==> src/ptsi_pkg.sv <==
// Package: shared types and constants of the polyline time-slice interpolator.
package ptsi_pkg;

  // Default number of fraction bits in alpha.
  localparam int unsigned FracBitsDefault = 16;

  // Number of entries in the job queue between front and back.
  localparam int unsigned QueueDepth = 2;

  // One bracketing segment, classified by the front and carried out by the back.
  typedef struct packed {
    logic        [31:0] num;     // current time minus time of the lower endpoint
    logic        [31:0] den;     // time of the upper endpoint minus the lower one
    logic signed [31:0] a_x;
    logic signed [31:0] a_y;
    logic signed [31:0] a_z;
    logic signed [31:0] b_x;
    logic signed [31:0] b_y;
    logic signed [31:0] b_z;
    logic signed [31:0] stamp;
  } job_t;

  // Sequencer states of the back.
  typedef enum logic [1:0] {
    BK_IDLE,
    BK_DIV,
    BK_MUL,
    BK_DONE
  } back_state_t;

endpackage

==> src/ptsi_front.sv <==
// Front: tracks the previous point of each line and finds the bracketing segment.
module ptsi_front
  import ptsi_pkg::*;
(
  input  logic               clk,
  input  logic               rst,
  input  logic signed [31:0] current_time,
  input  logic               push,
  output logic               full,
  input  logic signed [31:0] point_time,
  input  logic signed [31:0] point_x,
  input  logic signed [31:0] point_y,
  input  logic signed [31:0] point_z,
  input  logic               line_end,
  output logic               job_push,
  output job_t               job,
  input  logic               job_full
);

  logic signed [31:0] prev_time;
  logic signed [31:0] prev_x;
  logic signed [31:0] prev_y;
  logic signed [31:0] prev_z;
  logic               have_prev;
  logic               line_done;

  logic               accept;
  logic               fwd;
  logic               bwd;
  logic               emit;
  logic signed [31:0] t_lo;
  logic signed [31:0] t_hi;
  logic        [32:0] num_full;
  logic        [32:0] den_full;

  // A point is taken only while the job queue has room for its result.
  assign full   = job_full;
  assign accept = push && !full;

  // Forward or backward bracket of the current time by this segment.
  always_comb begin
    fwd  = (current_time >= prev_time) && (current_time < point_time);
    bwd  = (current_time >= point_time) && (current_time < prev_time);
    emit = have_prev && !line_done && (fwd || bwd);
    t_lo = fwd ? prev_time : point_time;
    t_hi = fwd ? point_time : prev_time;
    num_full = {current_time[31], current_time} - {t_lo[31], t_lo};
    den_full = {t_hi[31], t_hi} - {t_lo[31], t_lo};
  end

  // Job handed to the back; both differences are non-negative and fit 32 bits.
  always_comb begin
    job.num   = num_full[31:0];
    job.den   = den_full[31:0];
    job.a_x   = fwd ? prev_x : point_x;
    job.a_y   = fwd ? prev_y : point_y;
    job.a_z   = fwd ? prev_z : point_z;
    job.b_x   = fwd ? point_x : prev_x;
    job.b_y   = fwd ? point_y : prev_y;
    job.b_z   = fwd ? point_z : prev_z;
    job.stamp = current_time;
  end

  assign job_push = accept && emit;

  // Line state; the last point of a line clears it after being processed.
  always_ff @(posedge clk) begin
    if (rst) begin
      have_prev <= 1'b0;
      line_done <= 1'b0;
    end else if (accept) begin
      if (line_end) begin
        have_prev <= 1'b0;
        line_done <= 1'b0;
      end else if (!line_done) begin
        have_prev <= 1'b1;
        line_done <= emit;
      end
    end
  end

  // Previous point of the line, kept until the line has emitted.
  always_ff @(posedge clk) begin
    if (accept && !line_done) begin
      prev_time <= point_time;
      prev_x    <= point_x;
      prev_y    <= point_y;
      prev_z    <= point_z;
    end
  end

endmodule

==> src/ptsi_job_queue.sv <==
// Job queue: a short first-in first-out store between front and back.
module ptsi_job_queue
  import ptsi_pkg::*;
(
  input  logic clk,
  input  logic rst,
  input  logic push,
  input  job_t push_job,
  output logic full,
  input  logic pop,
  output job_t head_job,
  output logic empty
);

  localparam int unsigned PtrW = (QueueDepth > 1) ? $clog2(QueueDepth) : 1;
  localparam int unsigned CntW = $clog2(QueueDepth + 1);

  job_t            entries [QueueDepth];
  logic [PtrW-1:0] wr_ptr;
  logic [PtrW-1:0] rd_ptr;
  logic [CntW-1:0] count;
  logic            do_push;
  logic            do_pop;

  assign full     = (count == CntW'(QueueDepth));
  assign empty    = (count == '0);
  assign do_push  = push && !full;
  assign do_pop   = pop && !empty;
  assign head_job = entries[rd_ptr];

  // Pointers and fill count.
  always_ff @(posedge clk) begin
    if (rst) begin
      wr_ptr <= '0;
      rd_ptr <= '0;
      count  <= '0;
    end else begin
      if (do_push) begin
        wr_ptr <= (wr_ptr == PtrW'(QueueDepth - 1)) ? '0 : wr_ptr + 1'b1;
      end
      if (do_pop) begin
        rd_ptr <= (rd_ptr == PtrW'(QueueDepth - 1)) ? '0 : rd_ptr + 1'b1;
      end
      if (do_push && !do_pop) begin
        count <= count + 1'b1;
      end else if (do_pop && !do_push) begin
        count <= count - 1'b1;
      end
    end
  end

  // Entry storage.
  always_ff @(posedge clk) begin
    if (do_push) begin
      entries[wr_ptr] <= push_job;
    end
  end

endmodule

==> src/ptsi_back.sv <==
// Back: serial division for alpha, shared multiplier for the three coordinates.
module ptsi_back
  import ptsi_pkg::*;
#(
  parameter int unsigned FRAC_BITS = FracBitsDefault
) (
  input  logic               clk,
  input  logic               rst,
  input  logic               job_empty,
  input  job_t               job,
  output logic               job_pop,
  output logic               empty,
  input  logic               pop,
  output logic signed [31:0] pos_x,
  output logic signed [31:0] pos_y,
  output logic signed [31:0] pos_z,
  output logic signed [31:0] stamp_time
);

  localparam int unsigned CntW  = $clog2(FRAC_BITS);
  localparam int unsigned ProdW = 33 + FRAC_BITS + 1;

  back_state_t state;
  back_state_t state_next;

  logic        [CntW-1:0]      div_cnt;
  logic        [1:0]           mul_step;
  logic        [31:0]          rem;
  logic        [31:0]          den;
  logic        [FRAC_BITS-1:0] alpha;
  logic signed [31:0]          a_x;
  logic signed [31:0]          a_y;
  logic signed [31:0]          a_z;
  logic signed [32:0]          d_x;
  logic signed [32:0]          d_y;
  logic signed [32:0]          d_z;
  logic signed [31:0]          stamp;
  logic signed [31:0]          res_x;
  logic signed [31:0]          res_y;
  logic signed [31:0]          res_z;
  logic signed [ProdW-1:0]     prod;
  logic                        out_valid;

  logic                        load_out;
  logic                        out_free;
  logic        [32:0]          rem_sh;
  logic                        rem_ge;
  logic        [32:0]          rem_sub;
  logic signed [32:0]          mul_d;
  logic signed [31:0]          add_a;
  logic signed [ProdW-1:0]     prod_sh;
  logic signed [31:0]          lerp_val;

  assign out_free = !out_valid || pop;
  assign empty    = !out_valid;

  // Next state.
  always_comb begin
    state_next = state;
    unique case (state)
      BK_IDLE: if (!job_empty) state_next = BK_DIV;
      BK_DIV:  if (div_cnt == CntW'(FRAC_BITS - 1)) state_next = BK_MUL;
      BK_MUL:  if (mul_step == 2'd3) state_next = BK_DONE;
      BK_DONE: if (out_free) state_next = BK_IDLE;
      default: state_next = BK_IDLE;
    endcase
  end

  // Sequencer outputs.
  always_comb begin
    job_pop  = 1'b0;
    load_out = 1'b0;
    unique case (state)
      BK_IDLE: job_pop  = !job_empty;
      BK_DIV:  job_pop  = 1'b0;
      BK_MUL:  job_pop  = 1'b0;
      BK_DONE: load_out = out_free;
      default: job_pop  = 1'b0;
    endcase
  end

  always_ff @(posedge clk) begin
    if (rst) begin
      state <= BK_IDLE;
    end else begin
      state <= state_next;
    end
  end

  // One restoring division step: the remainder stays below the divisor.
  always_comb begin
    rem_sh  = {rem, 1'b0};
    rem_ge  = (rem_sh >= {1'b0, den});
    rem_sub = rem_sh - {1'b0, den};
  end

  // Coordinate handled by the multiplier, and the one being finished.
  always_comb begin
    case (mul_step)
      2'd0:    mul_d = d_x;
      2'd1:    mul_d = d_y;
      default: mul_d = d_z;
    endcase
    case (mul_step)
      2'd1:    add_a = a_x;
      2'd2:    add_a = a_y;
      default: add_a = a_z;
    endcase
    prod_sh  = prod >>> FRAC_BITS;
    lerp_val = add_a + prod_sh[31:0];
  end

  // Working registers of the back.
  always_ff @(posedge clk) begin
    if (rst) begin
      div_cnt  <= '0;
      mul_step <= '0;
    end else begin
      if (state == BK_IDLE) begin
        div_cnt <= '0;
      end else if (state == BK_DIV) begin
        div_cnt <= div_cnt + 1'b1;
      end
      if (state == BK_MUL) begin
        mul_step <= mul_step + 1'b1;
      end else begin
        mul_step <= '0;
      end
    end
  end

  always_ff @(posedge clk) begin
    if (job_pop) begin
      rem   <= job.num;
      den   <= job.den;
      alpha <= '0;
      a_x   <= job.a_x;
      a_y   <= job.a_y;
      a_z   <= job.a_z;
      d_x   <= {job.b_x[31], job.b_x} - {job.a_x[31], job.a_x};
      d_y   <= {job.b_y[31], job.b_y} - {job.a_y[31], job.a_y};
      d_z   <= {job.b_z[31], job.b_z} - {job.a_z[31], job.a_z};
      stamp <= job.stamp;
    end else if (state == BK_DIV) begin
      rem   <= rem_ge ? rem_sub[31:0] : rem_sh[31:0];
      alpha <= {alpha[FRAC_BITS-2:0], rem_ge};
    end
  end

  // Multiply one coordinate per cycle into the product register, then add the lower endpoint to the registered product.
  always_ff @(posedge clk) begin
    if (state == BK_MUL) begin
      if (mul_step != 2'd3) begin
        prod <= ProdW'(mul_d * $signed({1'b0, alpha}));
      end
      case (mul_step)
        2'd1:    res_x <= lerp_val;
        2'd2:    res_y <= lerp_val;
        2'd3:    res_z <= lerp_val;
        default: res_x <= res_x;
      endcase
    end
  end

  // Output register: holds a finished result until it is transferred.
  always_ff @(posedge clk) begin
    if (rst) begin
      out_valid <= 1'b0;
    end else if (load_out) begin
      out_valid <= 1'b1;
    end else if (pop) begin
      out_valid <= 1'b0;
    end
  end

  always_ff @(posedge clk) begin
    if (load_out) begin
      pos_x      <= res_x;
      pos_y      <= res_y;
      pos_z      <= res_z;
      stamp_time <= stamp;
    end
  end

endmodule

==> src/polyline_time_slice_interpolator_core.sv <==
// Top level of the polyline time-slice interpolator.
//
//   channel        handshake                   transfer when
//   points in      push / full                 push && !full
//   results out    empty / pop                 pop && !empty
//   current_time   current_time_wr_en / _data  current_time_wr_en
//
// The front takes one point per cycle while the job queue has room.
// Each line that brackets the current time passes through the back in turn: one
// load, FRAC_BITS steps of the serial divider, the shared multiplier for the
// three coordinates and one handoff to the output register.
// Reset clears all control state and sets current_time to zero.
// A result waiting on the output stalls only the back; points keep arriving
// until the job queue fills, and full then holds the point source off.
module polyline_time_slice_interpolator_core
  import ptsi_pkg::*;
#(
  parameter int unsigned FRAC_BITS = FracBitsDefault
) (
  input  logic               clk,
  input  logic               rst,
  input  logic               current_time_wr_en,
  input  logic signed [31:0] current_time_wr_data,
  input  logic               push,
  output logic               full,
  input  logic signed [31:0] point_time,
  input  logic signed [31:0] point_x,
  input  logic signed [31:0] point_y,
  input  logic signed [31:0] point_z,
  input  logic               line_end,
  output logic               empty,
  input  logic               pop,
  output logic signed [31:0] pos_x,
  output logic signed [31:0] pos_y,
  output logic signed [31:0] pos_z,
  output logic signed [31:0] stamp_time
);

  logic signed [31:0] current_time;
  logic               job_push;
  logic               job_full;
  logic               job_pop;
  logic               job_empty;
  job_t               front_job;
  job_t               head_job;

  // Configuration register.
  always_ff @(posedge clk) begin
    if (rst) begin
      current_time <= '0;
    end else if (current_time_wr_en) begin
      current_time <= current_time_wr_data;
    end
  end

  ptsi_front u_front (
    .clk          (clk),
    .rst          (rst),
    .current_time (current_time),
    .push         (push),
    .full         (full),
    .point_time   (point_time),
    .point_x      (point_x),
    .point_y      (point_y),
    .point_z      (point_z),
    .line_end     (line_end),
    .job_push     (job_push),
    .job          (front_job),
    .job_full     (job_full)
  );

  ptsi_job_queue u_queue (
    .clk      (clk),
    .rst      (rst),
    .push     (job_push),
    .push_job (front_job),
    .full     (job_full),
    .pop      (job_pop),
    .head_job (head_job),
    .empty    (job_empty)
  );

  ptsi_back #(
    .FRAC_BITS (FRAC_BITS)
  ) u_back (
    .clk        (clk),
    .rst        (rst),
    .job_empty  (job_empty),
    .job        (head_job),
    .job_pop    (job_pop),
    .empty      (empty),
    .pop        (pop),
    .pos_x      (pos_x),
    .pos_y      (pos_y),
    .pos_z      (pos_z),
    .stamp_time (stamp_time)
  );

endmodule

==> config.mk <==
export PLATFORM = sky130hd
export DESIGN_NAME = polyline_time_slice_interpolator_core
export DESIGN_NICKNAME = d
export VERILOG_FILES = /design/src/ptsi_pkg.sv /design/src/ptsi_front.sv /design/src/ptsi_job_queue.sv /design/src/ptsi_back.sv /design/src/polyline_time_slice_interpolator_core.sv
export SDC_FILE = /design/constraint.sdc
export NUM_CORES = 2
export LEC_CHECK = 0
export BUFFER_PORTS_ARGS = -buffer_cell sky130_fd_sc_hd__buf_2
export CORE_MARGIN = 1
export CORE_UTILIZATION = 50
export CTS_BUF_LIST = sky130_fd_sc_hd__clkbuf_2 sky130_fd_sc_hd__clkbuf_4 sky130_fd_sc_hd__clkbuf_8
export DETAILED_ROUTE_END_ITERATION = 8
export GPL_TIMING_DRIVEN = 0
export PLACE_DENSITY_LB_ADDON = 0.25
export SLEW_MARGIN = 25
export SYNTH_ARGS = -nofsm -noshare
export SYNTH_HDL_FRONTEND = slang
export SYNTH_SLANG_ARGS = --single-unit
export TNS_END_PERCENT = 30
==> constraint.sdc <==
create_clock -name clk -period 21.5 [get_ports clk]
set_input_delay 0 -clock clk [delete_from_list [all_inputs] [get_ports clk]]
set_output_delay 0 -clock clk [all_outputs]
set_load 0.02 [all_outputs]
==> flow_summary.json <==
{
  "fin_util": 0.5943,
  "syn-num-nets": 7765,
  "crit_path_start_kind": "flop",
  "min_period_ns": 11.91,
  "cp_max_fo": 10,
  "holdWs_ns": 0.08529,
  "finalCritPeriodShare": 0.5540,
  "max-slew-margin-rel": 0.2122,
  "async_reset_ff_frac": 0,
  "path_buf_inv": 9,
  "clk_pin_slew_worst_paths_ns": 0.06,
  "maxCapViolations": 0,
  "dp_cells": 9116,
  "r2r_slack_ns": 9.59,
  "vias_per_cell": 5.502,
  "antenna_found_initial": 20,
  "drc": 28,
  "synthFlopType": "edfxtp_1",
  "mostFrequentLayoutCell": "edfxtp_1",
  "clkLatencyLatePin_ns": 0.99,
  "powerDensity_nw_per_um2": 120.4,
  "grt_pass1_wl_um": 328400,
  "antenna_left": 0,
  "synth_cells": 6726,
  "syn_area_um2": 77900,
  "critPathRequiredTime_ns": 22.20,
  "crit_family": "compound AO/OA/AOI/OAI gates",
  "num_vias": 54570,
  "cts_resized": 0,
  "final_cell_mix": "edfxtp_1, nand2_1, inv_1, fa_1, dlygate4sd3_1",
  "arrival_ns": 12.61,
  "yosys_warnings": 0,
  "cts_sinks": 1315,
  "syn2layout_area_growth_pct": 17.79,
  "grt_pass1_vias": 55130,
  "fin_cells": 9918,
  "clockBufferDepth": 3,
  "cts-root-buf": "clkbuf_8",
  "ys_types": 86,
  "postLayoutCellArea_um2": 91760,
  "port_buffers": 293,
  "crit_slowest_cell": "o41ai_1",
  "core_um2": 154400,
  "finalWirelength_um": 218900,
  "ctsHtreeMaxLevel": 4,
  "rsz0062_at_grt": "false",
  "slowest_delay_ns": 0.78,
  "fillers": 12400,
  "crit_path_end_kind": "flop",
  "worstSetupPathType": "reg -> reg",
  "grt_overflow": 0,
  "drive_gt1_frac": 0.1170,
  "die-area_um2": 157400,
  "drt_iter0_markers": 4873,
  "grt_max_degree": 51,
  "seq_area_frac_synth": 0.4987,
  "routedWlPerCell_um": 22.07,
  "report.final.slew_viol_count": 0,
  "synth_edf_count": 1251,
  "hold_path_class": "in -> reg",
  "ys_ff_latch": 1315,
  "finClkSkew_ns": 0.06019,
  "worst_pin_slew_ns": 1.182,
  "place_hpwl_um": 166400,
  "setup_violations": 0,
  "status": "finished with violations",
  "violations": "design-rule violations",
  "syn_avg_cell_area_um2": 11.58,
  "firstDrtPassIters": 9,
  "peakVddDrop_uv": 79.75,
  "io_pins": 296,
  "rows": 144,
  "fp.dieW_um": 396.7,
  "cts_tree": "yes",
  "fin_nets": 8719,
  "gp_congestion": 0.9624,
  "max_clock_freq_mhz": 83.96,
  "grt.total_usage": 0.2787,
  "power.total_mw": 11.05,
  "timing.final.hold_violations": 0,
  "numCtsBuffers": 212,
  "die_h_um": 396.7,
  "start_util": 0.5045,
  "dpl_cell_area_um2": 83290,
  "p_leak_nw": 38.16
}
report_power, final:
group | internal (mW) | total, mW | switching [mW] | leakage [nW]
Combinational | 1.72 | 4.97 | 3.25 | 23.8
Sequential | 3.62 | 3.80 | 0.173 | 12.0
Clock | 1.23 | 2.28 | 1.06 | 2.36
stage by stage:
stage	setup TNS (ns)	setup WS (ns)
2_1_floorplan	0	1.032
3_3_place_gp	-7896.79	-13.76
3_5_place_dp	0	9.492
4_1_cts	0	9.405
5_1_grt	0	8.860
6_report	0	9.589
registers in the layout (all words and copies together) (netlist names), 33 cells and up, named ones only:
signal and count:
u_back.d_x 33, u_back.d_z 33, u_queue.entries 576, u_back.d_y 33
synthesized netlist by cell type, types with 123 or more instances:
cell type  count  share of area
edfxtp_1    1251           0.48
nand2_1     1118          0.054
inv_1        823          0.040
fa_1         495           0.13
ha_1         378          0.061
nor2_1       331          0.016
a21oi_1      269          0.017
and2_1       241          0.019
clkbuf_1     202         0.0097
mux2i_1      184          0.024
xnor2_1      177          0.020
mux2_2       160          0.023
o21ai_0      123         0.0079
cells by family (layout without fill, tap and decap cells):
| group | after synthesis | in the layout | share of synthesized area |
|---|---|---|---|
| AND/OR/NAND/NOR | 2017 | 2017 | 0.1138 |
| flip-flops | 1315 | 1315 | 0.4987 |
| buffers and inverters | 1082 | 2217 | 0.05255 |
| adder cells (fa/ha/maj) | 897 | 897 | 0.1910 |
| AO/OA/AOI/OAI | 821 | 821 | 0.06908 |
| multiplexers | 344 | 344 | 0.04677 |
| XOR/XNOR | 250 | 250 | 0.02811 |
| other | 0 | 13 | 0 |
worst paths after layout:
check,to,cells past startpoint,start
worst max register to register,u_back.prod[46],36,u_back.mul_step[0]
worst max-delay path,u_back.prod[46],36,u_back.mul_step[0]
worst min-delay path,u_queue.entries[1][192],4,point_x[0]
worst min register to register,u_back.stamp_time[26],0,u_back.stamp[26]
tightest hold or removal path: cells and delay by family:
family	cells	cell delay [ns]
buffers and inverters	2	0.78
AND/OR/NAND/NOR	2	0.14
area by class of cell:
cell class,instances,area (um2),area share
multi-input cells,4329,35060,0.3820
inverters,826,3100,0.03379
clock buffers,279,3465,0.03776
clock inverters,116,1032,0.01125
flip-flops and latches,1315,38850,0.4233
plain buffers,256,1011,0.01102
diodes,13,32.53,0.0003545
well taps,2044,2557,0.02787
repair buffers,740,6661,0.07259
metal layers:
| metal | global-route usage | part of all wire | wire length, um |
|---|---|---|---|
| met4 | 0.1049 | 0.036 | 7972 |
| met5 | 0 | 0.00039 | 86 |
| met3 | 0.05048 | 0.080 | 17550 |
| met2 | 0.4468 | 0.46 | 101700 |
| met1 | 0.3783 | 0.42 | 91630 |
repair_timing:
item,4_1_cts,5_1_grt
endpoints found under the hold margin,738,0
hold buffers,394,0
buffers inserted,0,0
Note: power is estimated with default switching activity, not from simulation.
